### src/sv/polynomial_term_store_eval_derive_defines.svh
// ----------------------------------------------------------------------------
// polynomial term store assertion macros
// concurrent check wrappers, compiled out for synthesis
// ----------------------------------------------------------------------------
`ifndef POLYNOMIAL_TERM_STORE_EVAL_DERIVE_DEFINES_SVH
`define POLYNOMIAL_TERM_STORE_EVAL_DERIVE_DEFINES_SVH

`ifndef SYNTHESIS
`define PTSED_ASSERT_IMPL(label, clk, rst, ante, cons) \
   label: assert property (@(posedge clk) disable iff (rst) (ante) |-> (cons)) \
      else $error("check failed: same cycle implication");
`define PTSED_ASSERT_NEXT(label, clk, rst, ante, cons) \
   label: assert property (@(posedge clk) disable iff (rst) (ante) |=> (cons)) \
      else $error("check failed: next cycle implication");
`else
`define PTSED_ASSERT_IMPL(label, clk, rst, ante, cons)
`define PTSED_ASSERT_NEXT(label, clk, rst, ante, cons)
`endif

`endif

### src/sv/ptsed_pkg.sv
// ----------------------------------------------------------------------------
// ptsed_pkg
// shared constants and controller/datapath interface types
// ----------------------------------------------------------------------------
`timescale 1ns / 1ps
`default_nettype none

package ptsed_pkg;

   localparam int MAX_EXP     = 15;
   localparam int FRAC_BITS   = 16;
   localparam int TABLE_DEPTH = MAX_EXP + 1;
   localparam int IDX_W       = (TABLE_DEPTH > 1) ? $clog2(TABLE_DEPTH) : 1;

   localparam int DATA_W = 32;
   localparam int EXP_W  = 6;
   localparam int OP_W   = 2;
   localparam int ST_W   = 2;
   localparam int KIND_W = 3;

   // operation codes
   localparam logic [OP_W-1:0] OP_ADD   = 2'd0;
   localparam logic [OP_W-1:0] OP_EVAL  = 2'd1;
   localparam logic [OP_W-1:0] OP_DERIV = 2'd2;
   localparam logic [OP_W-1:0] OP_CLEAR = 2'd3;

   // result status codes
   localparam logic [ST_W-1:0] ST_OK    = 2'd0;
   localparam logic [ST_W-1:0] ST_RANGE = 2'd1;
   localparam logic [ST_W-1:0] ST_SAT   = 2'd2;
   localparam logic [ST_W-1:0] ST_EMPTY = 2'd3;

   // which result the datapath loads into the output register
   localparam logic [KIND_W-1:0] KIND_ADD   = 3'd0;
   localparam logic [KIND_W-1:0] KIND_EVAL  = 3'd1;
   localparam logic [KIND_W-1:0] KIND_DERIV = 3'd2;
   localparam logic [KIND_W-1:0] KIND_EMPTY = 3'd3;
   localparam logic [KIND_W-1:0] KIND_CLEAR = 3'd4;

   typedef struct packed {
      logic              load;      // capture item, restart index and accumulator
      logic              sel_term;  // table read at the term exponent
      logic              mul_en;    // horner multiply step
      logic              acc_en;    // horner accumulate step
      logic              idx_dec;
      logic              emit;
      logic [KIND_W-1:0] emit_kind;
   } cmd_type;

   typedef struct packed {
      logic out_free;
      logic idx_zero;
      logic deriv_any;
      logic cur_present;
      logic cur_last;
   } stat_type;

endpackage

`default_nettype wire

### src/sv/ptsed_ctrl.sv
// ----------------------------------------------------------------------------
// ptsed_ctrl
// operation sequencer: add, horner evaluation, derivative scan, clear
// ----------------------------------------------------------------------------
`timescale 1ns / 1ps
`default_nettype none

module ptsed_ctrl
   import ptsed_pkg::*;
(
   input  wire logic            clock,
   input  wire logic            reset,
   input  wire logic            req_valid,
   output logic                 req_ready,
   input  wire logic [OP_W-1:0] req_operation,
   input  wire stat_type        st,
   output cmd_type              cmd
);

   localparam logic [2:0] S_IDLE = 3'd0;
   localparam logic [2:0] S_ADD  = 3'd1;
   localparam logic [2:0] S_CLR  = 3'd2;
   localparam logic [2:0] S_EMUL = 3'd3;
   localparam logic [2:0] S_EACC = 3'd4;
   localparam logic [2:0] S_EOUT = 3'd5;
   localparam logic [2:0] S_DER  = 3'd6;

   logic [2:0] state_ff;
   logic [2:0] state_in;

   assign req_ready = (state_ff == S_IDLE);

   always_comb begin
      cmd      = '0;
      state_in = state_ff;
      unique case (state_ff)
         S_IDLE: begin
            cmd.load = req_valid;
            if (req_valid) begin
               unique case (req_operation)
                  OP_ADD:   state_in = S_ADD;
                  OP_EVAL:  state_in = S_EMUL;
                  OP_DERIV: state_in = S_DER;
                  OP_CLEAR: state_in = S_CLR;
                  default:  state_in = S_IDLE;
               endcase
            end
         end
         S_ADD: begin
            cmd.sel_term  = 1'b1;
            cmd.emit_kind = KIND_ADD;
            if (st.out_free) begin
               cmd.emit = 1'b1;
               state_in = S_IDLE;
            end
         end
         S_CLR: begin
            cmd.emit_kind = KIND_CLEAR;
            if (st.out_free) begin
               cmd.emit = 1'b1;
               state_in = S_IDLE;
            end
         end
         S_EMUL: begin
            cmd.mul_en = 1'b1;
            state_in   = S_EACC;
         end
         S_EACC: begin
            cmd.acc_en = 1'b1;
            if (st.idx_zero) begin
               state_in = S_EOUT;
            end else begin
               cmd.idx_dec = 1'b1;
               state_in    = S_EMUL;
            end
         end
         S_EOUT: begin
            cmd.emit_kind = KIND_EVAL;
            if (st.out_free) begin
               cmd.emit = 1'b1;
               state_in = S_IDLE;
            end
         end
         S_DER: begin
            if (!st.deriv_any) begin
               cmd.emit_kind = KIND_EMPTY;
               if (st.out_free) begin
                  cmd.emit = 1'b1;
                  state_in = S_IDLE;
               end
            end else if (!st.cur_present) begin
               // absent entry, step past it
               cmd.idx_dec = 1'b1;
            end else begin
               cmd.emit_kind = KIND_DERIV;
               if (st.out_free) begin
                  cmd.emit = 1'b1;
                  if (st.cur_last) begin
                     state_in = S_IDLE;
                  end else begin
                     cmd.idx_dec = 1'b1;
                  end
               end
            end
         end
         default: state_in = S_IDLE;
      endcase
   end

   always_ff @(posedge clock) begin
      if (reset) begin
         state_ff <= S_IDLE;
      end else begin
         state_ff <= state_in;
      end
   end

endmodule

`default_nettype wire

### src/sv/ptsed_dp.sv
// ----------------------------------------------------------------------------
// ptsed_dp
// coefficient table, horner multiply-accumulate, derivative scaler, result register
// ----------------------------------------------------------------------------
`timescale 1ns / 1ps
`default_nettype none

module ptsed_dp
   import ptsed_pkg::*;
(
   input  wire logic                     clock,
   input  wire logic                     reset,
   input  wire cmd_type                  cmd,
   output stat_type                      st,
   input  wire logic signed [DATA_W-1:0] req_term_coefficient,
   input  wire logic        [EXP_W-1:0]  req_term_exponent,
   input  wire logic signed [DATA_W-1:0] req_point_x,
   output logic                          rsp_valid,
   input  wire logic                     rsp_ready,
   output logic signed [DATA_W-1:0]      rsp_result_value,
   output logic        [EXP_W-1:0]       rsp_result_exponent,
   output logic        [ST_W-1:0]        rsp_status,
   output logic                          rsp_last
);

   localparam int PROD_W = 2 * DATA_W;
   localparam int DER_W  = DATA_W + IDX_W + 1;
   localparam logic signed [PROD_W-1:0] ROUND_HALF =
      (FRAC_BITS > 0) ? (PROD_W'(1) <<< ((FRAC_BITS > 0) ? FRAC_BITS - 1 : 0)) : '0;
   localparam logic signed [DATA_W-1:0] Q_MAX = {1'b0, {(DATA_W-1){1'b1}}};
   localparam logic signed [DATA_W-1:0] Q_MIN = {1'b1, {(DATA_W-1){1'b0}}};

   // coefficient store; an entry without its present bit reads as zero
   logic signed [DATA_W-1:0] coef_mem_ff [TABLE_DEPTH];
   logic [TABLE_DEPTH-1:0]   present_ff;

   logic signed [DATA_W-1:0] term_ff;
   logic [EXP_W-1:0]         texp_ff;
   logic signed [DATA_W-1:0] x_ff;
   logic [IDX_W-1:0]         idx_ff;
   logic signed [DATA_W-1:0] acc_ff;
   logic signed [DATA_W-1:0] acc_in;
   logic                     sat_ff;
   logic                     sat_in;
   logic signed [PROD_W-1:0] prod_ff;
   logic signed [PROD_W-1:0] prod_in;

   logic                     out_valid_ff;
   logic signed [DATA_W-1:0] out_value_ff;
   logic signed [DATA_W-1:0] out_value_in;
   logic [EXP_W-1:0]         out_exp_ff;
   logic [EXP_W-1:0]         out_exp_in;
   logic [ST_W-1:0]          out_status_ff;
   logic [ST_W-1:0]          out_status_in;
   logic                     out_last_ff;
   logic                     out_last_in;

   logic [IDX_W-1:0]         exp_idx;
   logic                     exp_range;
   logic [IDX_W-1:0]         rd_idx;
   logic signed [DATA_W-1:0] coef_rd;

   logic signed [DATA_W:0]   add_sum;
   logic signed [DATA_W-1:0] add_value;
   logic                     add_sat;

   logic signed [PROD_W-1:0] scaled;
   logic                     scale_sat;
   logic signed [DATA_W-1:0] scaled_q;
   logic signed [DATA_W:0]   horner_sum;
   logic                     horner_sat;

   logic signed [DER_W-1:0]  der_prod;
   logic                     der_sat;
   logic signed [DATA_W-1:0] der_value;
   logic [IDX_W-1:0]         idx_m1;
   logic                     lower_any;

   assign exp_idx   = texp_ff[IDX_W-1:0];
   assign exp_range = (texp_ff > EXP_W'(MAX_EXP));
   assign rd_idx    = cmd.sel_term ? exp_idx : idx_ff;
   assign coef_rd   = present_ff[rd_idx] ? coef_mem_ff[rd_idx] : '0;

   // merge of a term into its entry
   assign add_sum   = {coef_rd[DATA_W-1], coef_rd} + {term_ff[DATA_W-1], term_ff};
   assign add_sat   = add_sum[DATA_W] ^ add_sum[DATA_W-1];
   assign add_value = add_sat ? (add_sum[DATA_W] ? Q_MIN : Q_MAX) : add_sum[DATA_W-1:0];

   // horner step, multiply half
   assign prod_in = acc_ff * x_ff;

   // horner step, round to nearest (ties up), saturate, add coefficient, saturate
   assign scaled     = (prod_ff + ROUND_HALF) >>> FRAC_BITS;
   assign scale_sat  = !((&scaled[PROD_W-1:DATA_W-1]) || !(|scaled[PROD_W-1:DATA_W-1]));
   assign scaled_q   = scale_sat ? (scaled[PROD_W-1] ? Q_MIN : Q_MAX)
                                 : scaled[DATA_W-1:0];
   assign horner_sum = {scaled_q[DATA_W-1], scaled_q} + {coef_rd[DATA_W-1], coef_rd};
   assign horner_sat = horner_sum[DATA_W] ^ horner_sum[DATA_W-1];
   assign acc_in     = horner_sat ? (horner_sum[DATA_W] ? Q_MIN : Q_MAX)
                                  : horner_sum[DATA_W-1:0];
   assign sat_in     = sat_ff | scale_sat | horner_sat;

   // derivative coefficient c*e
   assign der_prod  = coef_rd * $signed({1'b0, idx_ff});
   assign der_sat   = !((&der_prod[DER_W-1:DATA_W-1]) || !(|der_prod[DER_W-1:DATA_W-1]));
   assign der_value = der_sat ? (der_prod[DER_W-1] ? Q_MIN : Q_MAX) : der_prod[DATA_W-1:0];
   assign idx_m1    = idx_ff - IDX_W'(1);

   // any present term of exponent one or more below the current index
   always_comb begin
      lower_any = 1'b0;
      for (int i = 1; i < TABLE_DEPTH; i++) begin
         if (present_ff[i] && (IDX_W'(i) < idx_ff)) begin
            lower_any = 1'b1;
         end
      end
   end

   assign st.out_free    = !out_valid_ff || rsp_ready;
   assign st.idx_zero    = (idx_ff == '0);
   assign st.deriv_any   = |present_ff[TABLE_DEPTH-1:1];
   assign st.cur_present = present_ff[idx_ff];
   assign st.cur_last    = !lower_any;

   always_comb begin
      out_value_in  = '0;
      out_exp_in    = '0;
      out_status_in = ST_OK;
      out_last_in   = 1'b1;
      unique case (cmd.emit_kind)
         KIND_ADD: begin
            if (exp_range) begin
               out_status_in = ST_RANGE;
            end else begin
               out_value_in  = add_value;
               out_exp_in    = texp_ff;
               out_status_in = add_sat ? ST_SAT : ST_OK;
            end
         end
         KIND_EVAL: begin
            if (|present_ff) begin
               out_value_in  = acc_ff;
               out_status_in = sat_ff ? ST_SAT : ST_OK;
            end else begin
               out_status_in = ST_EMPTY;
            end
         end
         KIND_DERIV: begin
            out_value_in  = der_value;
            out_exp_in    = EXP_W'(idx_m1);
            out_status_in = der_sat ? ST_SAT : ST_OK;
            out_last_in   = !lower_any;
         end
         KIND_EMPTY: out_status_in = ST_EMPTY;
         KIND_CLEAR: out_status_in = ST_OK;
         default:    out_status_in = ST_OK;
      endcase
   end

   always_ff @(posedge clock) begin
      if (cmd.load) begin
         term_ff <= req_term_coefficient;
         texp_ff <= req_term_exponent;
         x_ff    <= req_point_x;
         idx_ff  <= IDX_W'(MAX_EXP);
         acc_ff  <= '0;
         sat_ff  <= 1'b0;
      end else begin
         if (cmd.idx_dec) begin
            idx_ff <= idx_m1;
         end
         if (cmd.acc_en) begin
            acc_ff <= acc_in;
            sat_ff <= sat_in;
         end
      end
      if (cmd.mul_en) begin
         prod_ff <= prod_in;
      end
      if (cmd.emit && (cmd.emit_kind == KIND_ADD) && !exp_range) begin
         coef_mem_ff[exp_idx] <= add_value;
      end
      if (cmd.emit) begin
         out_value_ff  <= out_value_in;
         out_exp_ff    <= out_exp_in;
         out_status_ff <= out_status_in;
         out_last_ff   <= out_last_in;
      end
   end

   always_ff @(posedge clock) begin
      if (reset) begin
         present_ff   <= '0;
         out_valid_ff <= 1'b0;
      end else begin
         if (cmd.emit && (cmd.emit_kind == KIND_CLEAR)) begin
            present_ff <= '0;
         end else if (cmd.emit && (cmd.emit_kind == KIND_ADD) && !exp_range) begin
            present_ff[exp_idx] <= 1'b1;
         end
         if (cmd.emit) begin
            out_valid_ff <= 1'b1;
         end else if (rsp_ready) begin
            out_valid_ff <= 1'b0;
         end
      end
   end

   assign rsp_valid           = out_valid_ff;
   assign rsp_result_value    = out_value_ff;
   assign rsp_result_exponent = out_exp_ff;
   assign rsp_status          = out_status_ff;
   assign rsp_last            = out_last_ff;

endmodule

`default_nettype wire

### src/sv/polynomial_term_store_eval_derive.sv
// add and clear: the S_ADD or S_CLR state loads the result once the output register is free
// evaluate: a multiply and an accumulate state per coefficient from MAX_EXP down to zero, then
//   the output state, which loads the result once the output register is free
// derivative: one entry per cycle from MAX_EXP down, a result per present term of exponent >= 1
// one item at a time; a result waiting on rsp_ready holds the sequencer and so the scan
// reset clears the present bits, the sequencer and rsp_valid; table data is not reset
`timescale 1ns / 1ps
`default_nettype none
`include "polynomial_term_store_eval_derive_defines.svh"

// ----------------------------------------------------------------------------
// polynomial_term_store_eval_derive
// polynomial store with term merge, horner evaluation and derivative output
// ----------------------------------------------------------------------------
module polynomial_term_store_eval_derive
   import ptsed_pkg::*;
(
   input  wire logic                     clock,
   input  wire logic                     reset,
   input  wire logic                     req_valid,
   output logic                          req_ready,
   input  wire logic        [OP_W-1:0]   req_operation,
   input  wire logic signed [DATA_W-1:0] req_term_coefficient,
   input  wire logic        [EXP_W-1:0]  req_term_exponent,
   input  wire logic signed [DATA_W-1:0] req_point_x,
   output logic                          rsp_valid,
   input  wire logic                     rsp_ready,
   output logic signed [DATA_W-1:0]      rsp_result_value,
   output logic        [EXP_W-1:0]       rsp_result_exponent,
   output logic        [ST_W-1:0]        rsp_status,
   output logic                          rsp_last
);

   cmd_type  cmd;
   stat_type st;

   ptsed_ctrl u_ctrl (
      .clock         (clock),
      .reset         (reset),
      .req_valid     (req_valid),
      .req_ready     (req_ready),
      .req_operation (req_operation),
      .st            (st),
      .cmd           (cmd)
   );

   ptsed_dp u_dp (
      .clock                (clock),
      .reset                (reset),
      .cmd                  (cmd),
      .st                   (st),
      .req_term_coefficient (req_term_coefficient),
      .req_term_exponent    (req_term_exponent),
      .req_point_x          (req_point_x),
      .rsp_valid            (rsp_valid),
      .rsp_ready            (rsp_ready),
      .rsp_result_value     (rsp_result_value),
      .rsp_result_exponent  (rsp_result_exponent),
      .rsp_status           (rsp_status),
      .rsp_last             (rsp_last)
   );

   // a result is only loaded when the output register is empty or draining
   `PTSED_ASSERT_IMPL(a_emit_free, clock, reset, cmd.emit, st.out_free)
   // the block is busy the cycle after it takes an item
   `PTSED_ASSERT_NEXT(a_busy_after_accept, clock, reset, req_valid && req_ready, !req_ready)
   // the scan index never steps below zero
   `PTSED_ASSERT_IMPL(a_idx_no_wrap, clock, reset, cmd.idx_dec, !st.idx_zero)

endmodule

`default_nettype wire

### config.mk
export PLATFORM = sky130hd
export DESIGN_NAME = polynomial_term_store_eval_derive
export DESIGN_NICKNAME = d
export VERILOG_FILES = /design/src/sv/ptsed_pkg.sv /design/src/sv/ptsed_ctrl.sv /design/src/sv/ptsed_dp.sv /design/src/sv/polynomial_term_store_eval_derive.sv
export VERILOG_INCLUDE_DIRS = /design/src /design/src/sv
export SDC_FILE = /design/constraint.sdc
export NUM_CORES = 2
export LEC_CHECK = 0
export ABC_CLOCK_PERIOD_IN_PS = 24800
export BUFFER_PORTS_ARGS = -buffer_cell sky130_fd_sc_hd__buf_2
export CORE_ASPECT_RATIO = 0.8
export CORE_MARGIN = 2
export CORE_UTILIZATION = 40
export CTS_CLUSTER_DIAMETER = 30
export DETAILED_ROUTE_END_ITERATION = 10
export PLACE_DENSITY_LB_ADDON = 0.08
export SETUP_SLACK_MARGIN = 0.02
export SYNTH_ARGS = -nofsm -noshare
export SYNTH_HDL_FRONTEND = slang
export SYNTH_SLANG_ARGS = --single-unit
### constraint.sdc
create_clock -name clock -period 24.8 [get_ports clock]
set_clock_uncertainty 0.05 [all_clocks]
set_input_delay 3.72 -clock clock [delete_from_list [all_inputs] [get_ports clock]]
set_output_delay 3.72 -clock clock [all_outputs]
set_load 0.05 [all_outputs]
==> out/qor.txt <==
Status -> finished clean
Initial antenna violation count -> 10
Critical path data required time -> 25380 ps
Met1 GRT Util -> 0.362
WS Path Type -> reg2reg
WP data arrival -> 11720 ps
Drt wl/cell -> 22.7 um
Final GP Congestion -> 0.914
CP Launch Type -> register
RSZ-0062 raised after global routing -> no
Die height -> 388 um
Grt met3 use -> 0.0336
Starting density of the core -> 0.401
Final Instance Count excl. Fillers -> 9905
EDFF count, synth -> 672
Final Hold Fails -> 0
GR peak layer -> met2
IO buf count -> 118
Cell repeated most along the worst path -> buf_4
R2r setup slk -> 13660 ps
Die area -> 188000 um2
Synthesis-stage register bit count -> 729
Area growth, synth to finish -> 13.6%
Synth warn -> 0
Max stage delay on crit path -> 980 ps
Setup violations, final -> 0
Maximum number of buffers from clock root to sink -> 3
Max Transition Viols Final -> 0
Critical path fanouts, max -> 74
CTS buffer count -> 173
Clock transition at path regs -> 50 ps
H-tree levels -> 4
Core area -> 184000 um2
Fin crit period -> 11140 ps
Top post-synthesis cells by count -> nand2_1 (1158), fa_1 (1148), inv_1 (1143)
Library cells used by synthesis -> 83
Largest net degree at the start of global routing -> 131
Critical path capture point type -> register
IO Pins -> 119
Placed cell count -> 9579
Fin nets -> 8867
Clk_lat worst skew -> 860 ps
Drt total wl -> 225000 um
Most common flop cell mapped by yosys -> edfxtp_1
Grt ovf -> 0
Horiz. Die Dim -> 484 um
Via count -> 52400
Critical Path Slowest Stage Cell -> o21a_1
Synth area leader -> fa_1
Worst Hold Class -> reg2reg
Post-Syn Instances -> 7240
Synthesized area -> 73800 um2
Area contributors post-synth -> fa_1 (31%), edfxtp_1 (27%), nand2_1 (5.9%)
First drt pass iteration count -> 6
Hold Buf Count CTS -> 0
Top-count cell post-synth -> nand2_1
Vias in the first global route -> 55200
Vias per cell -> 5.29
Worst Max-Slew Pin Slew -> 1230 ps
Synth Area per Inst -> 10.2 um2
MaxCap Viol Count -> 0
Post-CTS sizing -> 0
Fin util -> 0.456
First-pass GRT wire length -> 350000 um
Area fraction of the dominant cell type after synthesis -> 0.311
Layout cells sized above 1 -> 0.0894
Total track usage -> 0.245
Clock Root Buffer -> clkbuf_16
Row count -> 141
Final setup TNS -> 0 ps
DP Wirelength -> 163000 um
Fmax -> 89.8 MHz
CTS tree -> built
Post-synthesis sequential area ratio -> 0.289
Slew margin rel. -> 0.176
Initial drt markers -> 4344
DRT antenna net count -> 0
GR Layer Usage met2 -> 0.379
Synth async-reset ratio -> 0
FILL cells -> 17500
Sink Count -> 729
Setup bufs post-CTS -> 0
Fin crit share -> 0.449
DRC violations left -> 0
-- worst max-delay path, delay by kind of cell, from the launching register on --
kind	cells	cell delay [ps]
buf+inv	8	3130
simple gates	9	2510
flops	1	490
fa+ha+maj	4	1560
compound gates	9	2970
-- sequential cells by signal (all words and copies together) (netlist names), 4 cells and up --
name / count
u_dp.acc_ff: 32
u_dp.coef_mem_ff: 512
u_dp.idx_ff: 4
u_dp.present_ff: 16
u_dp.prod_ff: 49
u_dp.rsp_result_exponent: 6
u_dp.rsp_result_value: 32
u_dp.term_ff: 32
u_dp.texp_ff: 6
u_dp.x_ff: 32
-- layout make-up --
class	instances	area, um2	share of cell area
Antenna cell	3	7.51	0.0000895
Tap cell	2431	3040	0.0363
Clock buffer	183	4380	0.0522
Clock inverter	140	1910	0.0228
Timing Repair Buffer	292	1920	0.0229
Sequential cell	729	21300	0.254
Multi-Input combinational cell	4984	47000	0.560
Inverter	1143	4290	0.0512
-- worst paths after layout --
check	start	endpoint	depth (start not counted)
worst max-delay path	u_ctrl.state_ff[0]	u_dp.rsp_result_value[6]	30
worst min register to register	u_dp.sat_ff	u_dp.sat_ff	2
worst max register to register	u_ctrl.state_ff[0]	u_dp.rsp_result_value[6]	30
worst min-delay path	u_dp.sat_ff	u_dp.sat_ff	2
-- kinds of logic (layout without fill, tap and decap cells) --
group                      count (synthesis)  after routing  share of synthesized area
muxes                                     30             30                    0.00630
DFF                                      729            729                      0.289
and+or+nand+nor                         2407           2407                      0.157
adders and majority gates               1498           1498                      0.369
other                                      1              5                  0.0000508
AOI/OAI and AO/OA                        863            863                     0.0781
xor gates and xnor gates                 184            184                     0.0219
buffers and inverters                   1528           1758                     0.0780
-- metrics by stage --
stage	instance area, um2	setup WS [ps]	hold WS [ps]
after floorplan	73900	15480	395
after global placement	77600	14070	465
after detailed placement	77600	13810	461
after CTS	83900	13750	475
after global routing	83900	12960	507
final	83900	13660	463
-- cell usage in the layout (no fill, tap or decap), drive strengths merged, types with 21 or more instances in the layout --
master / count
inv: 1165
nand2: 1158
fa: 1148
edfxtp: 672
and2: 623
ha: 320
buf: 292
a21oi: 195
o21ai: 185
clkbuf: 183
nand3: 177
nor2: 143
xnor2: 112
and3: 102
a311oi: 101
a21o: 74
xor2: 72
clkinv: 67
dfxtp: 57
a211oi: 53
a31oi: 46
nor3: 40
o21a: 38
nand2b: 31
maj3: 30
nand4: 28
a211o: 28
bufinv: 27
nor2b: 26
clkinvlp: 24
o21bai: 21
-- per-layer routing --
layer	part of all wire	wire (um)
met3	0.053	11800
met1	0.47	106000
met4	0.026	5770
met5	0.00015	33
met2	0.45	101000
Power is left out: the tool's default activity adds up to more than one toggle a clock period on the data nets, which glitch-free logic cannot reach.
